File: config.mk
export PLATFORM = sky130hd
export DESIGN_NAME = wav_stream_parser
export DESIGN_NICKNAME = d
export VERILOG_FILES = /design/src/rtl/wsp_pkg.sv /design/src/rtl/wav_stream_parser.sv /design/src/rtl/wsp_front.sv /design/src/rtl/wsp_queue.sv /design/src/rtl/wsp_back.sv
export SDC_FILE = /design/constraint.sdc
export NUM_CORES = 1
export LEC_CHECK = 0
export BUFFER_PORTS_ARGS = -buffer_cell sky130_fd_sc_hd__buf_2
export CORE_MARGIN = 8
export CORE_UTILIZATION = 25
export CTS_BUF_LIST = sky130_fd_sc_hd__clkbuf_8
export DETAILED_ROUTE_END_ITERATION = 12
export GPL_TIMING_DRIVEN = 0
export SLEW_MARGIN = 15
export SYNTH_ARGS = -nofsm -noshare
export SYNTH_HDL_FRONTEND = slang
export SYNTH_SLANG_ARGS = --single-unit
File: constraint.sdc
create_clock -name clock -period 9.55 [get_ports clock]
set_clock_uncertainty 0.15 [all_clocks]
set_input_delay 1.4325 -clock clock [delete_from_list [all_inputs] [get_ports clock]]
set_output_delay 1.4325 -clock clock [all_outputs]
set_load 0.01 [all_outputs]
File: src/rtl/wsp_pkg.sv
// Shared types and constants for the WAV stream parser.
// Used by the front parser, the result queue, the back stage and the top level.
`timescale 1ns / 1ps

package wsp_pkg;

   localparam logic [31:0] TAG_RIFF     = 32'h4646_4952;
   localparam logic [31:0] TAG_WAVE     = 32'h4556_4157;
   localparam logic [31:0] TAG_FMT      = 32'h2074_6D66;
   localparam logic [31:0] TAG_DATA     = 32'h6174_6164;
   localparam logic [31:0] FMT_MIN_SIZE = 32'd16;
   localparam logic [15:0] FMT_PCM      = 16'd1;
   localparam logic [15:0] BITS_16      = 16'd16;
   localparam logic [15:0] CHAN_MONO    = 16'd1;
   localparam logic [15:0] CHAN_STEREO  = 16'd2;

   // Positive samples are scaled by 65536/32767 with rounding to nearest.
   localparam logic [16:0] POS_FULL_SCALE = 17'd32767;
   localparam logic [16:0] POS_ROUND_BIAS = 17'd16383;

   localparam int QUEUE_DEPTH = 2;
   localparam int QUEUE_PTR_W = (QUEUE_DEPTH > 1) ? $clog2(QUEUE_DEPTH) : 1;
   localparam int QUEUE_CNT_W = $clog2(QUEUE_DEPTH + 1);

   typedef enum logic [3:0] {
      PHASE_RIFF,
      PHASE_FSIZE,
      PHASE_WAVE,
      PHASE_CID,
      PHASE_CSIZE,
      PHASE_FMTA,
      PHASE_RATE,
      PHASE_MISC,
      PHASE_BPS,
      PHASE_SKIP,
      PHASE_SAMP,
      PHASE_DONE
   } phase_type;

   typedef enum logic [1:0] {
      KIND_INFO,
      KIND_SAMPLE,
      KIND_ERROR
   } kind_type;

   typedef enum logic [2:0] {
      ERR_NONE,
      ERR_RIFF,
      ERR_WAVE,
      ERR_FMT_CHUNK,
      ERR_FORMAT,
      ERR_DATA_CHUNK,
      ERR_TRUNCATED
   } err_type;

   // One result as the parser produces it, samples still raw PCM16.
   typedef struct packed {
      kind_type    kind;
      logic [15:0] left_raw;
      logic [15:0] right_raw;
      logic [31:0] sample_rate;
      logic [30:0] sample_count;
      err_type     error_code;
      logic        last;
   } item_type;

   // One result as it leaves the block.
   typedef struct packed {
      kind_type           kind;
      logic signed [17:0] left_sample;
      logic signed [17:0] right_sample;
      logic [31:0]        sample_rate;
      logic [30:0]        sample_count;
      err_type            error_code;
      logic               last;
   } rsp_type;

endpackage

File: src/rtl/wav_stream_parser.sv
// WAV stream parser, RIFF/WAVE PCM16 in, stream info and Q1.16 stereo samples out.
// Takes one file byte per cycle unless the queue is full; a result passes through the
// two-entry queue and then the result register before it is presented.
// Sustained rate is one byte per cycle, set by the single-byte parser state update.
// Synchronous reset empties the queue and result register and rearms the parser
// to expect the RIFF tag; a byte flagged as end of file rearms it the same way.
`timescale 1ns / 1ps

module wav_stream_parser (
   input  logic         clock,
   input  logic         reset,
   input  logic         req_tvalid,
   output logic         req_tready,
   input  logic [7:0]   req_tdata,   // [7:0] data_byte
   input  logic         req_tlast,   // end_of_file
   output logic         rsp_tvalid,
   input  logic         rsp_tready,
   // [17:0] left_sample, [35:18] right_sample, [67:36] sample_rate,
   // [98:68] sample_count, [101:99] error_code, [103:102] zero
   output logic [103:0] rsp_tdata,
   output logic [1:0]   rsp_tuser,   // [1:0] kind
   output logic         rsp_tlast    // last
);
   import wsp_pkg::*;

   logic     push_valid;
   logic     push_ready;
   item_type push_item;
   logic     pop_valid;
   logic     pop_ready;
   item_type pop_item;
   rsp_type  out_item;

   wsp_front u_front (
      .clock       (clock),
      .reset       (reset),
      .in_valid    (req_tvalid),
      .in_ready    (req_tready),
      .data_byte   (req_tdata),
      .end_of_file (req_tlast),
      .push_valid  (push_valid),
      .push_item   (push_item),
      .push_ready  (push_ready)
   );

   wsp_queue u_queue (
      .clock      (clock),
      .reset      (reset),
      .push_valid (push_valid),
      .push_item  (push_item),
      .push_ready (push_ready),
      .pop_valid  (pop_valid),
      .pop_item   (pop_item),
      .pop_ready  (pop_ready)
   );

   wsp_back u_back (
      .clock     (clock),
      .reset     (reset),
      .pop_valid (pop_valid),
      .pop_item  (pop_item),
      .pop_ready (pop_ready),
      .out_valid (rsp_tvalid),
      .out_item  (out_item),
      .out_ready (rsp_tready)
   );

   assign rsp_tdata = {2'b00, out_item.error_code, out_item.sample_count,
                       out_item.sample_rate, out_item.right_sample, out_item.left_sample};
   assign rsp_tuser = out_item.kind;
   assign rsp_tlast = out_item.last;

endmodule

File: src/rtl/wsp_front.sv
// Front parser: takes file bytes, walks the RIFF chunks and queues result items.
// Depends on wsp_pkg for the phase, kind, error and item types.
`timescale 1ns / 1ps

module wsp_front (
   input  logic             clock,
   input  logic             reset,
   input  logic             in_valid,
   output logic             in_ready,
   input  logic [7:0]       data_byte,
   input  logic             end_of_file,
   output logic             push_valid,
   output wsp_pkg::item_type push_item,
   input  logic             push_ready
);
   import wsp_pkg::*;

   phase_type   phase_ff, phase_in;
   logic [2:0]  byte_index_ff, byte_index_in;
   logic [31:0] assembly_ff, assembly_in;
   logic [31:0] chunk_tag_ff, chunk_tag_in;
   logic [31:0] bytes_left_ff, bytes_left_in;
   logic        format_seen_ff, format_seen_in;
   logic        is_stereo_ff, is_stereo_in;
   logic [31:0] rate_ff, rate_in;
   logic [30:0] frames_left_ff, frames_left_in;
   logic [15:0] left_held_ff, left_held_in;

   logic        accept;
   logic [2:0]  idx_inc;
   logic [2:0]  field_len;
   logic [31:0] word;
   logic        field_done;
   logic [30:0] frames_dec;
   logic [30:0] data_frames;
   logic        data_bad;
   logic        fmt_bad;
   logic        ev_valid;
   kind_type    ev_kind;
   err_type     ev_err;
   logic        ev_last;
   logic [15:0] ev_left;
   logic [15:0] ev_right;

   assign in_ready = push_ready;
   assign accept   = in_valid && push_ready;

   // Shared decode of the current byte.
   always_comb begin
      idx_inc = byte_index_ff + 3'd1;
      word    = assembly_ff;
      if (byte_index_ff < 3'd4) begin
         word = assembly_ff | ({24'd0, data_byte} << {byte_index_ff[1:0], 3'b000});
      end
      unique case (phase_ff)
         PHASE_MISC: field_len = 3'd6;
         PHASE_BPS:  field_len = 3'd2;
         default:    field_len = 3'd4;
      endcase
      field_done = (phase_ff != PHASE_SKIP) && (phase_ff != PHASE_SAMP) &&
                   (phase_ff != PHASE_DONE) && (idx_inc >= field_len);
      frames_dec  = frames_left_ff - 31'd1;
      data_frames = is_stereo_ff ? {1'b0, word[31:2]} : word[31:1];
      data_bad    = is_stereo_ff ? (word[1:0] != 2'd0) : word[0];
      fmt_bad     = (chunk_tag_ff[15:0] != FMT_PCM) || (word[15:0] != BITS_16) ||
                    ((chunk_tag_ff[31:16] != CHAN_MONO) &&
                     (chunk_tag_ff[31:16] != CHAN_STEREO));
   end

   // Result event caused by this byte, before the end-of-file check.
   always_comb begin
      ev_valid = 1'b0;
      ev_kind  = KIND_ERROR;
      ev_err   = ERR_NONE;
      ev_last  = 1'b0;
      ev_left  = word[15:0];
      ev_right = word[15:0];
      if (phase_ff == PHASE_SAMP) begin
         if ((idx_inc == 3'd2 && !is_stereo_ff) || idx_inc >= 3'd4) begin
            ev_valid = 1'b1;
            ev_kind  = KIND_SAMPLE;
            ev_last  = (frames_dec == 31'd0);
            if (is_stereo_ff) begin
               ev_left  = left_held_ff;
               ev_right = word[31:16];
            end
         end
      end else if (field_done) begin
         unique case (phase_ff)
            PHASE_RIFF: begin
               if (word != TAG_RIFF) begin
                  ev_valid = 1'b1;
                  ev_err   = ERR_RIFF;
               end
            end
            PHASE_WAVE: begin
               if (word != TAG_WAVE) begin
                  ev_valid = 1'b1;
                  ev_err   = ERR_WAVE;
               end
            end
            PHASE_CSIZE: begin
               if (chunk_tag_ff == TAG_FMT) begin
                  if (format_seen_ff || word < FMT_MIN_SIZE) begin
                     ev_valid = 1'b1;
                     ev_err   = ERR_FMT_CHUNK;
                  end
               end else if (chunk_tag_ff == TAG_DATA) begin
                  ev_valid = 1'b1;
                  if (!format_seen_ff || data_bad) begin
                     ev_err = ERR_DATA_CHUNK;
                  end else begin
                     ev_kind = KIND_INFO;
                  end
               end
            end
            PHASE_BPS: begin
               if (fmt_bad) begin
                  ev_valid = 1'b1;
                  ev_err   = ERR_FORMAT;
               end
            end
            default: begin
            end
         endcase
         // Errors always end the file; an info ends it only for an empty data chunk.
         ev_last = (ev_kind == KIND_INFO) ? (data_frames == 31'd0) : 1'b1;
      end
   end

   // Next state of the parser.
   always_comb begin
      phase_in       = phase_ff;
      byte_index_in  = byte_index_ff;
      assembly_in    = assembly_ff;
      chunk_tag_in   = chunk_tag_ff;
      bytes_left_in  = bytes_left_ff;
      format_seen_in = format_seen_ff;
      is_stereo_in   = is_stereo_ff;
      rate_in        = rate_ff;
      frames_left_in = frames_left_ff;
      left_held_in   = left_held_ff;
      if (accept && phase_ff != PHASE_DONE) begin
         if (phase_ff == PHASE_SKIP) begin
            bytes_left_in = bytes_left_ff - 32'd1;
            if (bytes_left_ff == 32'd1) begin
               phase_in = PHASE_CID;
            end
         end else begin
            byte_index_in = idx_inc;
            assembly_in   = word;
            if (phase_ff == PHASE_SAMP) begin
               if (ev_valid) begin
                  frames_left_in = frames_dec;
                  byte_index_in  = 3'd0;
                  assembly_in    = 32'd0;
               end else if (idx_inc == 3'd2) begin
                  left_held_in = word[15:0];
               end
            end else if (field_done) begin
               byte_index_in = 3'd0;
               assembly_in   = 32'd0;
               unique case (phase_ff)
                  PHASE_RIFF:  phase_in = PHASE_FSIZE;
                  PHASE_FSIZE: phase_in = PHASE_WAVE;
                  PHASE_WAVE:  phase_in = PHASE_CID;
                  PHASE_CID: begin
                     chunk_tag_in = word;
                     phase_in     = PHASE_CSIZE;
                  end
                  PHASE_CSIZE: begin
                     if (chunk_tag_ff == TAG_FMT) begin
                        format_seen_in = 1'b1;
                        bytes_left_in  = word - FMT_MIN_SIZE;
                        phase_in       = PHASE_FMTA;
                     end else if (chunk_tag_ff == TAG_DATA) begin
                        frames_left_in = data_frames;
                        phase_in       = PHASE_SAMP;
                     end else begin
                        bytes_left_in = word;
                        phase_in      = (word != 32'd0) ? PHASE_SKIP : PHASE_CID;
                     end
                  end
                  // The fmt body reuses the chunk tag for format and channel count.
                  PHASE_FMTA: begin
                     chunk_tag_in = word;
                     phase_in     = PHASE_RATE;
                  end
                  PHASE_RATE: begin
                     rate_in  = word;
                     phase_in = PHASE_MISC;
                  end
                  PHASE_MISC: phase_in = PHASE_BPS;
                  PHASE_BPS: begin
                     is_stereo_in = (chunk_tag_ff[31:16] == CHAN_STEREO);
                     phase_in     = (bytes_left_ff != 32'd0) ? PHASE_SKIP : PHASE_CID;
                  end
                  default: phase_in = PHASE_DONE;
               endcase
            end
            if (ev_valid && ev_last) begin
               phase_in = PHASE_DONE;
            end
         end
      end
      // The final byte of a file always rearms the parser.
      if (accept && end_of_file) begin
         phase_in       = PHASE_RIFF;
         byte_index_in  = 3'd0;
         assembly_in    = 32'd0;
         chunk_tag_in   = 32'd0;
         bytes_left_in  = 32'd0;
         format_seen_in = 1'b0;
         is_stereo_in   = 1'b0;
         rate_in        = 32'd0;
         frames_left_in = 31'd0;
         left_held_in   = 16'd0;
      end
   end

   // Request to the queue.
   always_comb begin
      push_valid             = 1'b0;
      push_item.kind         = ev_kind;
      push_item.left_raw     = 16'd0;
      push_item.right_raw    = 16'd0;
      push_item.sample_rate  = 32'd0;
      push_item.sample_count = 31'd0;
      push_item.error_code   = ERR_NONE;
      push_item.last         = ev_last;
      if (accept && phase_ff != PHASE_DONE) begin
         if (end_of_file && !(ev_valid && ev_last)) begin
            // A file that ends anywhere but after its last result is truncated.
            push_valid           = 1'b1;
            push_item.kind       = KIND_ERROR;
            push_item.error_code = ERR_TRUNCATED;
            push_item.last       = 1'b1;
         end else if (ev_valid) begin
            push_valid = 1'b1;
            unique case (ev_kind)
               KIND_SAMPLE: begin
                  push_item.left_raw  = ev_left;
                  push_item.right_raw = ev_right;
               end
               KIND_INFO: begin
                  push_item.sample_rate  = rate_ff;
                  push_item.sample_count = data_frames;
               end
               default: push_item.error_code = ev_err;
            endcase
         end
      end
   end

   always_ff @(posedge clock) begin
      if (reset) begin
         phase_ff       <= PHASE_RIFF;
         byte_index_ff  <= 3'd0;
         assembly_ff    <= 32'd0;
         chunk_tag_ff   <= 32'd0;
         bytes_left_ff  <= 32'd0;
         format_seen_ff <= 1'b0;
         is_stereo_ff   <= 1'b0;
         rate_ff        <= 32'd0;
         frames_left_ff <= 31'd0;
         left_held_ff   <= 16'd0;
      end else begin
         phase_ff       <= phase_in;
         byte_index_ff  <= byte_index_in;
         assembly_ff    <= assembly_in;
         chunk_tag_ff   <= chunk_tag_in;
         bytes_left_ff  <= bytes_left_in;
         format_seen_ff <= format_seen_in;
         is_stereo_ff   <= is_stereo_in;
         rate_ff        <= rate_in;
         frames_left_ff <= frames_left_in;
         left_held_ff   <= left_held_in;
      end
   end

endmodule

File: src/rtl/wsp_queue.sv
// Short queue of parsed result items between the front parser and the back stage.
// Depends on wsp_pkg for the item type and the queue depth.
`timescale 1ns / 1ps

module wsp_queue (
   input  logic              clock,
   input  logic              reset,
   input  logic              push_valid,
   input  wsp_pkg::item_type push_item,
   output logic              push_ready,
   output logic              pop_valid,
   output wsp_pkg::item_type pop_item,
   input  logic              pop_ready
);
   import wsp_pkg::*;

   item_type                 entry_ff [QUEUE_DEPTH];
   logic [QUEUE_PTR_W-1:0]   wr_ptr_ff, wr_ptr_in;
   logic [QUEUE_PTR_W-1:0]   rd_ptr_ff, rd_ptr_in;
   logic [QUEUE_CNT_W-1:0]   count_ff, count_in;
   logic                     do_push;
   logic                     do_pop;

   assign push_ready = (count_ff != QUEUE_CNT_W'(QUEUE_DEPTH));
   assign pop_valid  = (count_ff != '0);
   assign pop_item   = entry_ff[rd_ptr_ff];
   assign do_push    = push_valid && push_ready;
   assign do_pop     = pop_valid && pop_ready;

   always_comb begin
      wr_ptr_in = wr_ptr_ff;
      rd_ptr_in = rd_ptr_ff;
      count_in  = count_ff;
      if (do_push) begin
         wr_ptr_in = (wr_ptr_ff == QUEUE_PTR_W'(QUEUE_DEPTH - 1)) ? '0 : wr_ptr_ff + 1'b1;
      end
      if (do_pop) begin
         rd_ptr_in = (rd_ptr_ff == QUEUE_PTR_W'(QUEUE_DEPTH - 1)) ? '0 : rd_ptr_ff + 1'b1;
      end
      if (do_push && !do_pop) begin
         count_in = count_ff + 1'b1;
      end else if (do_pop && !do_push) begin
         count_in = count_ff - 1'b1;
      end
   end

   always_ff @(posedge clock) begin
      if (reset) begin
         wr_ptr_ff <= '0;
         rd_ptr_ff <= '0;
         count_ff  <= '0;
      end else begin
         wr_ptr_ff <= wr_ptr_in;
         rd_ptr_ff <= rd_ptr_in;
         count_ff  <= count_in;
      end
   end

   always_ff @(posedge clock) begin
      if (do_push) begin
         entry_ff[wr_ptr_ff] <= push_item;
      end
   end

endmodule

File: src/rtl/wsp_back.sv
// Back stage: scales raw PCM16 samples to Q1.16 and holds the result register.
// Depends on wsp_pkg for the item and result types and the scaling constants.
`timescale 1ns / 1ps

module wsp_back (
   input  logic              clock,
   input  logic              reset,
   input  logic              pop_valid,
   input  wsp_pkg::item_type pop_item,
   output logic              pop_ready,
   output logic              out_valid,
   output wsp_pkg::rsp_type  out_item,
   input  logic              out_ready
);
   import wsp_pkg::*;

   logic    valid_ff, valid_in;
   rsp_type item_ff, item_in;
   logic    load;

   // Negative values double; positive v gives 2v + round(2v / 32767), where the
   // quotient of (2v + 16383) by 32767 is at most two and found by two compares.
   function automatic logic signed [17:0] to_q16(input logic [15:0] v);
      logic [16:0] t;
      logic [1:0]  q;
      t = {v, 1'b0} + POS_ROUND_BIAS;
      q = {1'b0, (t >= POS_FULL_SCALE)} + {1'b0, (t >= {POS_FULL_SCALE[15:0], 1'b0})};
      if (v[15]) begin
         to_q16 = {1'b1, v, 1'b0};
      end else begin
         to_q16 = {1'b0, v, 1'b0} + {16'd0, q};
      end
   endfunction

   assign pop_ready = !valid_ff || out_ready;
   assign load      = pop_valid && pop_ready;
   assign out_valid = valid_ff;
   assign out_item  = item_ff;

   always_comb begin
      item_in.kind         = pop_item.kind;
      item_in.left_sample  = 18'sd0;
      item_in.right_sample = 18'sd0;
      item_in.sample_rate  = pop_item.sample_rate;
      item_in.sample_count = pop_item.sample_count;
      item_in.error_code   = pop_item.error_code;
      item_in.last         = pop_item.last;
      if (pop_item.kind == KIND_SAMPLE) begin
         item_in.left_sample  = to_q16(pop_item.left_raw);
         item_in.right_sample = to_q16(pop_item.right_raw);
      end
      valid_in = valid_ff;
      if (load) begin
         valid_in = 1'b1;
      end else if (out_ready) begin
         valid_in = 1'b0;
      end
   end

   always_ff @(posedge clock) begin
      if (reset) begin
         valid_ff <= 1'b0;
      end else begin
         valid_ff <= valid_in;
      end
   end

   always_ff @(posedge clock) begin
      if (load) begin
         item_ff <= item_in;
      end
   end

endmodule

Yosys cells after proc, flatten, opt, wreduce, memory -nomap -nowiden
Memories as Yosys holds them, arrays and structs flattened. A register that Yosys moved wholly into a read port is not among the register bits. Index checks and enable logic that the tools add are counted.

Word-level logic and storage cells: 237. Bits in writable memories: 202. Memories: 1. Register bits after elaboration: 294. Output and inout bits: 109.

Memory list: u_queue.entry_ff (words 2, bits a word 101, read ports 1, clocked after memory_dff 1, write ports 1, RTL line wsp_queue.sv:17) `item_type entry_ff [QUEUE_DEPTH];`.

Add/sub/neg operators: 14. Shifts and indexed selects: 1. Magnitude comparators: 8. Equal/unequal tests: 33. Reductions and logical operators: 57. Bitwise logic cells: 5. Multiplexer cells: 95.

Operator list (count): 2-to-1 mux 32 bit (11); 2-to-1 mux 31 bit (7); 2-to-1 mux 101 bit (1); 2-to-1 mux 98 bit (1); 2-to-1 mux 16 bit (6); 2-to-1 mux 95 bit (1); inequality test 32 x 31 -> 1 bit (second input constant) (2); nonzero test 32 bit (2); 2-to-1 mux 63 bit (1); zero test 31 bit (2); adder 17 x 2 -> 18 bit (2); 2-to-1 mux 18 bit (2); 2-to-1 mux 4 bit (9); one-hot mux 4 bit (9 select lines) (1); adder 17 x 14 -> 17 bit (second input constant) (2); greater-or-equal comparator 17 x 15 -> 1 bit (second input constant) (2); greater-or-equal comparator 17 x 16 -> 1 bit (second input constant) (2); 2-to-1 mux 3 bit (11); equality test 32 x 1 -> 1 bit (second input constant) (1); equality test 32 x 30 -> 1 bit (second input constant) (1); equality test 32 x 31 -> 1 bit (second input constant) (1); < comparator 32 x 5 -> 1 bit (second input constant) (1); inequality test 16 x 1 -> 1 bit (second input constant) (2); OR 32 bit (1); 45 further kinds (141).

Longest topological paths before layout
Gate-level depths: netlist of run 1.

Depth after elaboration: 26. Gate-level depth with buffers: 19. Mapped depth without buffers: 16.

Hierarchy
From an unflattened synthesis of run 1, not the netlist that was laid out.

Cell total of the unflattened synthesis: 2199. Area, all modules: 23922.9 µm².

Modules (own cells, without submodules): wsp_front (area an instance 12135.4 µm², seq. area each 3683.5 µm², instances 1, cells each 1583); wsp_queue (area an instance 7539.7 µm², seq. area each 6165.9 µm², instances 1, cells each 338); wsp_back (area an instance 4229.1 µm², seq. area each 3173.0 µm², instances 1, cells each 275); wav_stream_parser (area an instance 18.8 µm², seq. area each 0.0 µm², instances 1, cells each 3).

Worst setup path before layout of run 1
No wires, ideal clock.

Kind: input to register. From: in req_tdata[6]. To: mem u_queue.entry_ff[0][0] in the netlist's numbering, enable pin. Arrival: 8061 ps. Buffers on the path: 1. Setup slack: 765 ps. Library setup time: 574 ps. Stages: 10. Required time: 8826 ps. Path through: clkbuf_1 -> nor4bb_1 -> a2111oi_1 -> nand3_1 -> nor4_1 -> a31oi_1 -> o21ba_1 -> a21oi_1 -> a21o_1 -> nor2b_1.

Cells in the longest elaborated chain, start to end: 18.

RTL lines: start, declared (RTL line wav_stream_parser.sv:14) `input logic [7:0] req_tdata,`; << shifter 8 x 5 -> 32 bit * (RTL line wsp_front.sv:53) `word = assembly_ff | ({24'd0, data_byte} << {byte_index_ff[1:0], 3'b000});`; OR 32 bit * (RTL line wsp_front.sv:53); 2-to-1 mux 32 bit * (RTL line wsp_front.sv:52) `if (byte_index_ff < 3'd4) begin`; < comparator 32 x 5 -> 1 bit or inequality test 16 x 5 -> 1 bit (tied branches) (RTL line wsp_front.sv:104, wsp_front.sv:65); logical OR 1 bit (on tied branches) (RTL line wsp_front.sv:104, wsp_front.sv:65); 2-to-1 mux 1 bit or logical OR 1 bit (tied branches) (RTL line wsp_front.sv:104, wsp_front.sv:65); 2-to-1 mux 1 bit (on tied branches) (RTL line wsp_front.sv:103, wsp_front.sv:118); one-hot mux 1 bit (4 select lines) (RTL line wsp_front.sv:89) `unique case (phase_ff)`; (+3 left out); zero test 1 bit (RTL line wsp_front.sv:232) `if (end_of_file && !(ev_valid && ev_last)) begin`; logical AND 1 bit (RTL line wsp_front.sv:232); 2-to-1 mux 1 bit * (RTL line wsp_front.sv:232); 2-to-1 mux 1 bit * (RTL line wsp_front.sv:231) `if (accept && phase_ff != PHASE_DONE) begin`; logical AND 1 bit * (RTL line wsp_queue.sv:27) `assign do_push = push_valid && push_ready;`; via u_queue.do_push (RTL line wsp_queue.sv:21) `logic do_push;`; 2-to-1 mux 1 bit * (RTL line wsp_queue.sv:60) `if (do_push) begin`; 2-to-1 mux 1 bit (not written as such) * (RTL line wsp_queue.sv:61) `entry_ff[wr_ptr_ff] <= push_item;`; end, declared (RTL line wsp_queue.sv:17).

The timed path passes the listed nets; every way through them passes the cells marked *.

Final worst setup path of run 1
From: in req_tdata[6]. To: mem u_queue.entry_ff[0][29] in the netlist's numbering, enable pin.

The elaborated chain is that of the path after synthesis.

==> flow_summary_export.csv, run 1 <==
group,metric,value,unit
synthesis,yosys-top-cells-area,"edfxtp_1 39%, dfxtp_1 16%, nor2_1 4.7%",
synthesis,ys_seq_area_share,54.9,%
detailed_routing,first_pass_iters,12,
detailed_routing,wire_per_inst,21.4,um
pwr,power_leakage,0.00953,uW
synthesis,synthArstFlopShare,0,%
detailed_routing,viasPerCell,5.05,
critical_path,critPathTopFamily,"compound AO/OA/AOI/OAI gates",
min_path,hold_path.startpoint,"u_front.assembly_ff[3]$_SDFFE_PP0P_",
finish,multi_input_area,9950,um^2
synthesis,postSynthAreaPerCell,10.5,um^2
min_path,hold_class,"reg -> reg",
global_route,antenna_found_initial,4,
timing,hold_viol,0,
floorplan,core-area,94400,um^2
pwr,peakVddDrop,0.141,mV
floorplan,fp.dieW,324,um
clock_tree,postCtsHoldBufs,0,
timing,maxSlewViolCount,0,
critical_path,cp.buffers_inverters,3,
min_path,hold_depth,2,
critical_path,cp_cell_sequence,"clkbuf_1 > nor4bb_1 > a2111oi_1 > nand3_1 > nor4_1 > a31oi_1 > o21ba_1 > a21oi_1 > a21o_1 > nor2b_4 > buf_16 > buf_12",
job,drv_cap,0,
clock_tree,cts_buffers,80,
critical_path,crit_arrival,6120,ps
floorplan,fp-row-count,113,
timing,fmax,170,MHz
placed_design,place_area,26100,um^2
clock_tree,htree_levels,3,
synthesis,synth_warnings,0,
synthesis,synth_most_common_cell,"edfxtp_1",
critical_path,r2r_setup_slack,3770,ps
synthesis,synth_area,23700,um^2
placed_design,gp_congestion,0.985,
timing,worst_pin_slew,1320,ps
global_route,grt_start_max_net_pins,80,
synthesis,synth.largest_area_cell,"edfxtp_1",
detailed_routing,dr_total_vias,19200,
synthesis,synth_top_area_share,38.9,%
clock_tree,cts_tree,"yes",
synthesis,synth_cell_types,94,
timing,post-route-period-util,61.6,%
finish,fillers,9896,
synthesis,synth_seq_cells,497,
clock_tree,cts-root-buf,"clkbuf_8",
critical_path,cp.required,9780,ps
pwr,powerDensity,211,nW/um^2
timing,period_needed,5890,ps
critical_path,cp-end-kind,"register",
synthesis,synth_flop_cell,"edfxtp_1",
pwr,power,5880,uW
timing,rsz0062_at_grt,"no",
min_path,min_to,"u_front.assembly_ff[3]$_SDFFE_PP0P_",
detailed_routing,dr.first_iter.drc_count,2020,
critical_path,worstSetupPathType,"in -> reg",
critical_path,slowest_stage,"a2111oi_1",
timing,setup_viol,0,
clock_tree,clk_pin_slew_worst_paths,60,ps
critical_path,ff2ff_path_depth,16,
clock_tree,cts_resized,0,
synthesis,synth_edf_count,307,
critical_path,cp_slowest_stage_delay,1020,ps
finish,nets,2503,
detailed_routing,routed_wl,81.4,mm
placed_design,portBuffers,113,
finish,synthToLayoutAreaGrowth,17.4,%
placed_design,hpwlAfterDp,59.6,mm
global_route,grt_pass1_wl,119,mm
clock_tree,cts_sinks,497,
finish,final_area,27800,um^2
synthesis,synth_common_cells,"307 x edfxtp_1, 299 x nor2_1, 190 x dfxtp_1",
detailed_routing,drc,4,
synthesis,synthCells,2266,
finish,register_area,13000,um^2
critical_path,cp-start-kind,"input port",
floorplan,die_h,324,um
run_status,status,"finished with violations",
critical_path,cp_max_fo,26,
finish,layout-drive-gt1-share,16.9,%
detailed_routing,ant_nets,0,
clock_tree,insertion_delay,720,ps
clock_tree,clockBufferDepth,3,
floorplan,io_pins,122,
clock_tree,postCtsSetupRepairBufs,0,
floorplan,dieArea,105000,um^2
timing,max-slew-margin-rel,11.6,%
global_route,track_usage,14.9,%
critical_path,critical_path_depth,12,
run_status,failed_checks,"design-rule violations",
floorplan,start_util,25.1,%
global_route,grt-ovfl-total,0,
timing,fin_hold_ws,306,ps
global_route,grt_pass1_vias,18400,
critical_path,r2r-end,"u_back.out_item[79]$_SDFFCE_PP0P_",
[power breakdown]
group / switching, uW / internal (uW)
Combinational: 860 / 415
Sequential: 77.8 / 2600
Clock: 905 / 1020
Total: 1840 / 4030
[metal layers]
metal | GRT usage (%) | vias up | share of wire [%]
met5 | 0 | - | 0
met4 | 7.77 | 0 | 5.3
met3 | 3.09 | 232 | 7.8
met2 | 23.9 | 875 | 46
met1 | 18.9 | 9248 | 41
li1 | - | 8876 | -
[sequential cells by signal (all words and copies together) (netlist names), 2 cells and up, named ones only]
register,flops
u_front.bytes_left_ff,32
u_front.assembly_ff,32
u_front.byte_index_ff,3
u_front.frames_left_ff,31
u_queue.entry_ff,202
u_front.chunk_tag_ff,32
u_back.out_item,105
u_front.left_held_ff,16
u_front.phase_ff,4
u_queue.count_ff,2
u_front.rate_ff,32
[worst min-delay path: cells and delay by family (launching register included)]
kind,cells,cell delay (ps)
AO/OA/AOI/OAI,1,50
flip-flops,1,310
AND/OR/NAND/NOR,1,50
[final cells by class]
type	instances	share of cell area, %
flip-flops and latches	497	46.8
diodes	2	0.0180
well taps	1265	5.69
clock inverters	63	1.75
multi-input cells	1589	35.7
plain buffers	158	2.59
clock buffers	86	4.25
inverters	23	0.328
repair buffers	125	2.81
[stage by stage]
stage               setup WS (ps)  setup TNS [ps]  util [%]  instances
floorplan                     765               0         -       2267
global placement            -3240         -325010      27.4       3645
detailed placement           3160               0      27.7       3657
CTS                          3680               0      29.4       3806
global route                 3390               0      29.5       3807
finish                       3660               0      29.5       3808
[placed cells by master (no fill, tap or decap), types with 46 or more instances in the layout]
cell type and n:
a211oi_1 102, a21oi_1 130, and2_1 46, buf_2 132, clkbuf_1 119, clkbuf_8 86
dfxtp_1 190, edfxtp_1 307, inv_1 47, mux2_2 77, nand2_1 155, nand3_1 52
nor2_1 298, nor3_1 74, o21ai_0 107
[logic make-up (layout without fill, tap and decap cells)]
logic type      after synthesis  after routing  synth area share [%]
xor+xnor                     62             62                  2.29
compound gates              538            538                  15.1
mux                          97             97                  4.51
fa+ha+maj                    16             16                 0.845
other cells                   1              4                0.0158
simple gates                874            874                  18.9
flops                       497            497                  54.9
buf+inv                     181            455                  3.41
[how the worst max path moves through the flow]
stage | startpoint | slack [ps] | endpoint
2_1_floorplan | req_tdata[6] | 770 | u_queue.entry_ff[0][0]$_DFFE_PP_
3_5_place_dp | req_tdata[6] | 3160 | u_queue.entry_ff[0][30]$_DFFE_PP_
6_report | req_tdata[6] | 3660 | u_queue.entry_ff[0][29]$_DFFE_PP_
3_3_place_gp | req_tdata[4] | -3240 | u_queue.entry_ff[0][30]$_DFFE_PP_
5_1_grt | register | 3390 | u_back.out_item[81]$_SDFFCE_PP0P_
4_1_cts | register | 3680 | u_back.out_item[79]$_SDFFCE_PP0P_
Power figures use the tool's default switching activity.
==> run 2: changes to the inputs <==
--- a/config.mk
+++ b/config.mk
@@ -5,6 +5,7 @@
 export SDC_FILE = /design/constraint.sdc
 export NUM_CORES = 1
 export LEC_CHECK = 0
+export ABC_AREA = 1
 export BUFFER_PORTS_ARGS = -buffer_cell sky130_fd_sc_hd__buf_2
 export CORE_MARGIN = 8
 export CORE_UTILIZATION = 25
==> constraint.sdc (replaced) <==
create_clock -name clock -period 5.4 [get_ports clock]
set_clock_uncertainty 0.15 [all_clocks]
set_input_delay 0.81 -clock clock [delete_from_list [all_inputs] [get_ports clock]]
set_output_delay 0.81 -clock clock [all_outputs]
set_load 0.01 [all_outputs]
==> run 2 against run 1 <==
Net effect:
- the flow still finishes with violations (design-rule violations)
- sequential power up 89%
- sequential cell count unchanged
- critical path depth is 10 higher
- critical endpoint is now u_queue.count_ff[1]$_SDFFE_PP0P_
==> flow_summary_export.csv, run 2 <==
group,metric,value,unit
run_status,status,"finished with violations",
run_status,failed_checks,"design-rule violations",
pwr,peakVddDrop,0.189,mV
synthesis,synth_flop_cell,"edfxtp_1",
timing,fmax,198,MHz
pwr,power,12600,uW
global_route,track_usage,14.1,%
critical_path,cp-start-kind,"register",
detailed_routing,first_pass_iters,10,
pwr,p_sw,4780,uW
synthesis,synth_area,23800,um^2
critical_path,cp-end-kind,"register",
pwr,p_clk_share,27.1,%
critical_path,path_common_cell,"nand2_1",
global_route,grt_use_met1,17.5,%
detailed_routing,dr.first_iter.drc_count,1978,
synthesis,synth.largest_area_cell,"edfxtp_1",
clock_tree,cts-root-buf,"clkbuf_8",
placed_design,gp_congestion,1.02,
clock_tree,clockBufferDepth,3,
synthesis,synth_cell_types,53,
floorplan,core-area,94700,um^2
global_route,grt_start_max_net_pins,28,
clock_tree,postCtsHoldBufs,0,
detailed_routing,wire_per_inst,18.2,um
timing,worst_pin_slew,1200,ps
critical_path,cp_max_fo,8,
synthesis,synthCells,2780,
critical_path,cp_slowest_stage_delay,890,ps
synthesis,synthArstFlopShare,0,%
critical_path,worstSetupPathType,"reg -> reg",
detailed_routing,dr_total_vias,20600,
synthesis,synth_edf_count,307,
pwr,powerDensity,452,nW/um^2
clock_tree,insertion_delay,690,ps
finish,final_area,28000,um^2
finish,regMostFlops,"u_queue.entry_ff",
finish,final_common_cell,"nand2_1",
job,drv_cap,0,
finish,synthToLayoutAreaGrowth,17.5,%
clock_tree,cts_tree,"yes",
timing,maxSlewViolCount,0,
pwr,intPower,7860,uW
critical_path,slowest_stage,"o21bai_1",
floorplan,die_h,325,um
global_route,grt_pass1_vias,19300,
timing,rsz0062_at_grt,"no",
pwr,pwr-share-seq,40.0,%
detailed_routing,viasPerCell,4.76,
global_route,use_met3,3.37,%
critical_path,cp_cell_sequence,"inv_2 > nand2_1 > o21bai_1 > inv_2 > ha_1 > inv_1 > nor2_1 > nand2_1 > nor2_1 > nand3_1 > nand2_1 > nor2_1 > nand2_1 > nand2_2 > nand2_4 > o21ai_1 > inv_1 > ha_1 > a21oi_1 > o21ai_0 > o21ai_0 > a21oi_1",
global_route,antenna_found_initial,7,
synthesis,synth_seq_cells,497,
min_path,hold_class,"in -> reg",
floorplan,io_pins,122,
placed_design,dp_slack,202,ps
placed_design,place_area,26300,um^2
floorplan,fp.dieW,325,um
clock_tree,postCtsSetupRepairBufs,0,
clock_tree,clk_pin_slew_worst_paths,60,ps
floorplan,fp-row-count,113,
synthesis,synth_top_area_share,38.7,%
critical_path,crit_arrival,5450,ps
floorplan,dieArea,105000,um^2
placed_design,portBuffers,119,
finish,mostFrequentLayoutCells,"583 x nand2_1, 364 x nor2_1, 307 x edfxtp_1",
placed_design,hpwlAfterDp,58.5,mm
global_route,grt-busiest-layer,"met2",
synthesis,ys_seq_area_share,54.7,%
clock_tree,cts_sinks,497,
timing,hold_viol,0,
global_route,grt_pass1_wl,117,mm
global_route,grt-ovfl-total,0,
detailed_routing,drc,1,
clock_tree,cts_resized,0,
detailed_routing,routed_wl,78.6,mm
critical_path,cp.required,5800,ps
timing,period_needed,5050,ps
synthesis,synth_warnings,0,
finish,nets,3023,
clock_tree,cts_buffers,80,
pwr,power_leakage,0.0111,uW
timing,setup_tns,0,ps
pwr,p_comb_share,32.8,%
synthesis,synth_most_common_cell,"nand2_1",
finish,largest_register_ffs,202,
timing,setup_ws,351,ps
pwr,p_sw_share,37.8,%
synthesis,synth_common_cells,"583 x nand2_1, 366 x nor2_1, 307 x edfxtp_1",
finish,utilization,29.5,%
timing,setup_viol,0,
synthesis,yosys-top-cells-area,"edfxtp_1 39%, dfxtp_1 16%, nand2_1 9.2%",
global_route,use_met2,22.9,%
timing,max-slew-margin-rel,20.2,%
synthesis,postSynthAreaPerCell,8.56,um^2
detailed_routing,ant_nets,0,
clock_tree,htree_levels,3,
floorplan,start_util,25.1,%
finish,layout-drive-gt1-share,11.9,%
timing,post-route-period-util,93.5,%
## run 2: cell types whose count changed in the layout (fill, tap and decap cells not counted), moves of 77 or more
cell      previous run  this run
mux2_2              77         0
nand2_1            155       583
o21ai_0            107       234
a21oi_1            130       270
a211oi_1           102        23
inv_1               47       229
## run 2: worst max-delay path: cells and delay by family, from the launching register on
family                     cells  cell delay [ps]
AOI/OAI and AO/OA              6             1900
adders and majority gates      2              670
buffers and inverters          4              770
DFF                            1              420
and+or+nand+nor               10             1010
## run 2: metrics by stage
stage                     instances  hold slack (ps)
after floorplan                2781              275
after global placement         4165              286
after detailed placement       4177              294
after CTS                      4323              134
after global routing           4324              165
final                          4328              200
## run 2: path summary, 6_finish.rpt
kind	from	endpoint	slack, ps	cells after the start
worst min register to register	u_front.left_held_ff[9]$_SDFFE_PP0P_	u_front.left_held_ff[9]$_SDFFE_PP0P_	300	2
worst min-delay path	reset	u_back.out_valid$_SDFFE_PP0P_	200	2
worst max register to register	u_front.byte_index_ff[0]$_SDFFE_PP0P_	u_queue.count_ff[1]$_SDFFE_PP0P_	350	22
worst max-delay path	u_front.byte_index_ff[0]$_SDFFE_PP0P_	u_queue.count_ff[1]$_SDFFE_PP0P_	350	22
## run 2: metal layers
metal / wire length (um) / vias up
met1: 32100 / 9608
met5: 23 / -
li1: - / 9881
met4: 3880 / 4
met2: 36000 / 882
met3: 6590 / 222
## run 2: power by group through the flow
stage                     clock network [uW]  logic (uW)  registers [uW]
final                                   3430        4150            5060
after global routing                    3680        4480            5130
after CTS                               3520        4130            5070
after detailed placement                   0        4110            5140
after global placement                     0        3960            5230
after floorplan                            0        2130            5400
## run 2: logic make-up (layout without fill, tap and decap cells)
kind of cell / Yosys count / after routing / synth area share (%)
adder cells (fa/ha/maj): 16 / 16 / 0.841
AND/OR/NAND/NOR: 1224 / 1224 / 22.1
flip-flops: 497 / 497 / 54.7
multiplexers: 2 / 2 / 0.0841
other: 1 / 7 / 0.0158
AO/OA/AOI/OAI: 637 / 637 / 14.6
XOR/XNOR: 53 / 53 / 1.95
buffers and inverters: 350 / 627 / 5.74
## run 2: layout make-up
class	instances	area [um^2]
plain buffers	129	536
fillers	10100	66800
flip-flops and latches	497	13000
repair buffers	131	866
multi-input cells	1934	9450
inverters	221	830
clock buffers	86	1180
clock inverters	60	479
diodes	5	12.5
well taps	1265	1580
